### src/design/vwt_pkg.sv
// Shared types, constants and the clamp helper function for the vertex-to-window transform.
package vwt_pkg;

  // Default number of fraction bits of the fixed-point format.
  localparam int FRAC_BITS_DEF = 16;

  // Width used for sums that are later clamped to 32 bits.
  localparam int SAT_W = 66;

  localparam logic signed [31:0] VAL_MAX = 32'sh7FFF_FFFF;
  localparam logic signed [31:0] VAL_MIN = 32'sh8000_0000;
  localparam logic signed [SAT_W-1:0] SAT_HI = SAT_W'(VAL_MAX);
  localparam logic signed [SAT_W-1:0] SAT_LO = SAT_W'(VAL_MIN);

  // Configuration register indexes.
  localparam int CFG_IDX_W = 2;
  localparam logic [CFG_IDX_W-1:0] CFG_ORIGIN_X = 2'd0;
  localparam logic [CFG_IDX_W-1:0] CFG_ORIGIN_Y = 2'd1;
  localparam logic [CFG_IDX_W-1:0] CFG_WIDTH    = 2'd2;
  localparam logic [CFG_IDX_W-1:0] CFG_HEIGHT   = 2'd3;
  localparam int CFG_DATA_W = 15;

  typedef enum logic {
    FUNC_LOAD  = 1'b0,
    FUNC_XFORM = 1'b1
  } func_e;

  typedef enum logic [1:0] {
    ST_OK    = 2'd0,
    ST_WZERO = 2'd1,
    ST_SAT   = 2'd2
  } status_e;

  typedef struct packed {
    func_e              func;
    logic [4:0]         coef_index;
    logic signed [31:0] coef_value;
    logic signed [31:0] obj_x;
    logic signed [31:0] obj_y;
    logic signed [31:0] obj_z;
  } in_item_t;

  typedef struct packed {
    logic signed [31:0] win_x;
    logic signed [31:0] win_y;
    logic signed [31:0] dev_z;
    status_e            status;
  } out_item_t;

  // Control that travels with an item through the two matrix products.
  typedef struct packed {
    logic               valid;
    logic               xform;
    logic               sat;
    logic [4:0]         idx;
    logic signed [31:0] value;
  } mv_ctl_t;

  // Control that travels with a transform after the products.
  typedef struct packed {
    logic valid;
    logic sat;
  } st_ctl_t;

  typedef struct packed {
    logic valid;
    logic sat;
    logic wzero;
  } dev_ctl_t;

  typedef struct packed {
    logic signed [31:0] val;
    logic               sat;
  } sat_t;

  typedef logic signed [31:0] vec4_t [4];
  typedef logic signed [31:0] dev3_t [3];

  // Clamp a wide signed value to 32 bits and flag the clamp.
  function automatic sat_t sat32(input logic signed [SAT_W-1:0] v);
    sat_t r;
    if (v > SAT_HI) begin
      r.val = VAL_MAX;
      r.sat = 1'b1;
    end else if (v < SAT_LO) begin
      r.val = VAL_MIN;
      r.sat = 1'b1;
    end else begin
      r.val = v[31:0];
      r.sat = 1'b0;
    end
    return r;
  endfunction

endpackage

### src/design/vwt_view.sv
// Two-stage viewport mapping of device x and y to window coordinates.
module vwt_view #(
  parameter int FRAC_BITS = vwt_pkg::FRAC_BITS_DEF
) (
  input  logic               clk_i,
  input  logic               rst_ni,
  input  logic               en_i,
  input  vwt_pkg::dev_ctl_t  ctl_i,
  input  vwt_pkg::dev3_t     dev_i,
  input  logic signed [14:0] origin_x_i,
  input  logic signed [14:0] origin_y_i,
  input  logic [13:0]        width_i,
  input  logic [13:0]        height_i,
  output logic               vld_o,
  output vwt_pkg::out_item_t item_o
);

  localparam logic signed [32:0] ONE = 33'sd1 <<< FRAC_BITS;

  logic signed [32:0] dpo_x, dpo_y;
  logic signed [47:0] prod_x_q, prod_y_q;
  logic signed [31:0] dz_q;
  vwt_pkg::dev_ctl_t  ctl1_q;
  vwt_pkg::sat_t      sx, sy;
  logic               any_sat;
  vwt_pkg::out_item_t item_d, item_q;
  logic               vld_q;

  // Stage one: (d + one) * size.
  assign dpo_x = 33'(dev_i[0]) + ONE;
  assign dpo_y = 33'(dev_i[1]) + ONE;

  always_ff @(posedge clk_i) begin
    if (en_i) begin
      prod_x_q <= dpo_x * $signed({1'b0, width_i});
      prod_y_q <= dpo_y * $signed({1'b0, height_i});
      dz_q     <= dev_i[2];
    end
  end

  always_ff @(posedge clk_i or negedge rst_ni) begin
    if (!rst_ni) begin
      ctl1_q <= '0;
      vld_q  <= 1'b0;
    end else if (en_i) begin
      ctl1_q <= ctl_i;
      vld_q  <= ctl1_q.valid;
    end
  end

  // Stage two: halve toward minus infinity, add the origin, clamp.
  always_comb begin
    sx = vwt_pkg::sat32(vwt_pkg::SAT_W'(prod_x_q >>> 1)
                        + (vwt_pkg::SAT_W'(origin_x_i) <<< FRAC_BITS));
    sy = vwt_pkg::sat32(vwt_pkg::SAT_W'(prod_y_q >>> 1)
                        + (vwt_pkg::SAT_W'(origin_y_i) <<< FRAC_BITS));
    any_sat      = ctl1_q.sat | sx.sat | sy.sat;
    item_d.win_x = sx.val;
    item_d.win_y = sy.val;
    item_d.dev_z = dz_q;
    if (ctl1_q.wzero) begin
      item_d.status = vwt_pkg::ST_WZERO;
    end else if (any_sat) begin
      item_d.status = vwt_pkg::ST_SAT;
    end else begin
      item_d.status = vwt_pkg::ST_OK;
    end
  end

  always_ff @(posedge clk_i) begin
    if (en_i) begin
      item_q <= item_d;
    end
  end

  assign vld_o  = vld_q;
  assign item_o = item_q;

endmodule

### config.mk
export PLATFORM = sky130hd
export DESIGN_NAME = vwt_view
export DESIGN_NICKNAME = d
export VERILOG_FILES = /design/src/design/vwt_pkg.sv /design/src/design/vwt_view.sv
export SDC_FILE = /design/constraint.sdc
export NUM_CORES = 2
export LEC_CHECK = 0
export BUFFER_PORTS_ARGS = -buffer_cell sky130_fd_sc_hd__buf_2
export CAP_MARGIN = 20
export CORE_MARGIN = 2
export CORE_UTILIZATION = 55
export DETAILED_ROUTE_END_ITERATION = 6
export PLACE_DENSITY = 0.73
export SETUP_SLACK_MARGIN = 0.15
export SKIP_CTS_REPAIR_TIMING = 1
export SLEW_MARGIN = 40
export SYNTH_ARGS = -nofsm -noshare
export SYNTH_HDL_FRONTEND = slang
export SYNTH_SLANG_ARGS = --single-unit
export TNS_END_PERCENT = 5
### constraint.sdc
create_clock -name clk_i -period 6.8 [get_ports clk_i]
set_input_delay 1.36 -clock clk_i [delete_from_list [all_inputs] [get_ports clk_i]]
set_output_delay 1.36 -clock clk_i [all_outputs]
set_load 0.1 [all_outputs]
==> impl_metrics.toml <==
[yosys]
synth_nets = 5720
synthMostInstantiatedCell = "inv_1"
async_flop_share_pct = 1.75
synthSimpleGateAreaFrac_pct = 15.4
synth.area.mux_share_pct = 0.172
synthTopCellsByCount = "inv_1, fa_1, nand2_1"
synth_top_area_share_pct = 39.5
postSynthAreaPerCell_um2 = 9.67
yosysWarningCount = 0
synth_xor_area_share_pct = 3.35
syn_inst = 4432
synth-compound-area-share_pct = 8.05
synthAdderAreaFrac_pct = 47.7
synth_edf_count = 224
synth_top_family_by_area = "adder cells"
synth_seq_cells = 228
ys.flop_type = "edfxtp_1"
synthTopCellsByArea = "fa_1, edfxtp_1, ha_1, inv_1, and2_1"
syn_area_mm2 = 0.0429
seq_area_frac_synth_pct = 15.9
yosysTopAreaCell = "fa_1"
synth_cell_types = 85

[routing]
drc = 0
final_antenna_net_count = 0
drtPass1Iterations = 7
routed_wl_um = 107000
wl_per_cell_um = 17.4
num_vias = 33000
drt_first_iter_violations = 2133
viasPerCell = 5.37

[global_routing]
grt_util_met1_pct = 38.4
use_met2_pct = 44.8
antenna_found_initial = 9
grt_pass1_wl_um = 177000
met3_usage_pct = 3.39
grt_max_degree = 78
grt-ovfl-total = 0
grt_busiest_layer = "met2"
grt_pass1_vias = 34900
grtUsageTotal_pct = 27.1

[cells_and_area]
drive_gt1_share_pct = 19.9
syn2layout_area_growth_pct = 18.7
postLayoutCellArea_mm2 = 0.0509
multiInputGateArea_mm2 = 0.0328
nFillCells = 6129
seq_area_mm2 = 0.00683
fin_nets = 6377

[setup_path]
crit_end = "prod_x_q[41]$_DFFE_PP_"
cpMostUsedCell = "fa_1"
max_stage_delay_ns = 0.53
timing.rr.start = "prod_x_q[17]$_DFFE_PP_"
crit_path_start = "dev_i[83]"
endpoint_kind = "register"
reg2regPathDepth = 13
start_kind = "input port"
crit_slowest_cell = "fa_1"
timing.rr.end = "item_o[75]$_SDFFCE_PP1P_"
critPathMaxFanout = 4
r2r_slack_ns = 2.21
cp_data_required_time_ns = 7.18
worst-setup-path-type = "input port to register"
arrival_ns = 8.12

[sta]
slew_viol_final = 0
period_minus_slack_ns = 7.74
period_share_pct = 114
timing.final.ws_setup_ns = -0.941
finClkSkew_ns = 0.0142
grt_setup_unrepaired = "true"
finalHoldViolations = 0
setup_viol = 43
tightestPinTransition_ns = 0.740
slew_headroom_pct = 50.7
max_freq_mhz = 129

[floorplanning]
io_pins = 259
initial_core_util_pct = 55.4
die_h_um = 283
dieArea_mm2 = 0.0802
rows = 102
dieWidth_um = 283
core_mm2 = 0.0773

[clock_tree]
cts-root-buf = "clkbuf_16"
clk-insertion-delay-late_ns = 0.51
numClockSinks = 228
path_clk_slew_ns = 0.06
max-clock-path-buffers = 3
h-tree-depth = 1
cts_tree = "yes"
cts_made_buffers = 24

[flow_run]
max_cap_violations = 0

[place]
hpwl_um = 91000
io_buffers = 258
post_dp_cell_area_mm2 = 0.0495
routabilityCongestion = 0.920

[worst_hold_path]
hp-class = "register to register"

[outcome]
status = "finished with violations"
violations = "setup timing"
==> critical path, delay by kind of cell <==
kind | cells | cell delay, ns
XOR/XNOR | 1 | 0.21
AND/OR/NAND/NOR | 9 | 1.52
buffers and inverters | 5 | 0.32
adder cells (fa/ha/maj) | 7 | 3.18
AO/OA/AOI/OAI | 8 | 1.52
==> cell usage in the layout, fill, tap and decap left out, drive strengths merged, types with 20 or more instances in the layout <==
| master | n |
|---|---|
| a211oi | 24 |
| fa | 846 |
| o21bai | 20 |
| nand2 | 559 |
| and2 | 432 |
| o21a | 27 |
| nand2b | 35 |
| nor2 | 86 |
| xnor2 | 111 |
| nor3 | 36 |
| ha | 282 |
| o21ai | 111 |
| clkbuf | 34 |
| nor2b | 27 |
| edfxtp | 224 |
| nand3 | 49 |
| a21o | 99 |
| buf | 820 |
| a21oi | 137 |
| xor2 | 53 |
| nand4 | 23 |
| inv | 871 |
==> stage by stage <==
stage               utilization, %  setup slack [ns]  setup TNS [ns]  hold WS (ns)  std cells
floorplan                        -            -0.976          -25.53         0.400       4432
global placement              63.9             -1.40          -52.11         0.401       6093
detailed placement            64.0             -1.55          -58.46         0.405       6094
CTS                           65.0             -1.02          -29.56         0.417       6138
global route                  65.8             -1.22          -34.96         0.421       6153
finish                        65.8            -0.941          -23.88         0.418       6153
==> cells by family (layout without fill, tap and decap cells) <==
kind of cell / Yosys count / in the layout
compound gates: 525 / 525
xor+xnor: 164 / 164
fa+ha+maj: 1128 / 1128
buf+inv: 1063 / 1738
flops: 228 / 228
mux: 7 / 7
other cells: 0 / 6
simple gates: 1317 / 1317
==> worst min-delay path by stage <==
| stage | from | to | slack (ns) | cells after the start |
|---|---|---|---|---|
| after floorplan | dz_q[8]$_DFFE_PP_ | item_o[10]$_DFFE_PP_ | 0.40 | 0 |
| after global placement | dz_q[26]$_DFFE_PP_ | item_o[28]$_DFFE_PP_ | 0.40 | 0 |
| after detailed placement | dz_q[12]$_DFFE_PP_ | item_o[14]$_DFFE_PP_ | 0.40 | 0 |
| after CTS | dz_q[12]$_DFFE_PP_ | item_o[14]$_DFFE_PP_ | 0.42 | 0 |
| after global routing | dz_q[12]$_DFFE_PP_ | item_o[14]$_DFFE_PP_ | 0.42 | 0 |
| final | dz_q[27]$_DFFE_PP_ | item_o[29]$_DFFE_PP_ | 0.42 | 0 |
==> metal layers <==
| layer | part of all wire [%] | wire length (µm) | up-vias |
|---|---|---|---|
| met5 | 0.033 | 35 | - |
| met4 | 2.5 | 2700 | 6 |
| met3 | 6.9 | 7420 | 198 |
| met2 | 47 | 50800 | 1175 |
| met1 | 43 | 46400 | 16600 |
| li1 | - | - | 15100 |
==> area by class of cell <==
type / count / area share, %
inverter: 871 / 6.43
multi-input combinational: 3141 / 64.5
clock buffer: 31 / 1.29
tap: 1040 / 2.56
sequential: 228 / 13.4
clock inverter: 13 / 0.251
timing repair buffer: 823 / 11.5
antenna: 6 / 0.0295
==> sequential cells by signal (all words and copies together), names as in the netlist <==
| register | count |
|---|---|
| prod_x_q | 47 |
| prod_y_q | 47 |
| item_o | 98 |
| dz_q | 32 |
| vld_o | 1 |
| ctl1_q | 3 |
Power is left out: the tool's default activity adds up to more than one toggle a clock period on the data nets, which glitch-free logic cannot reach.
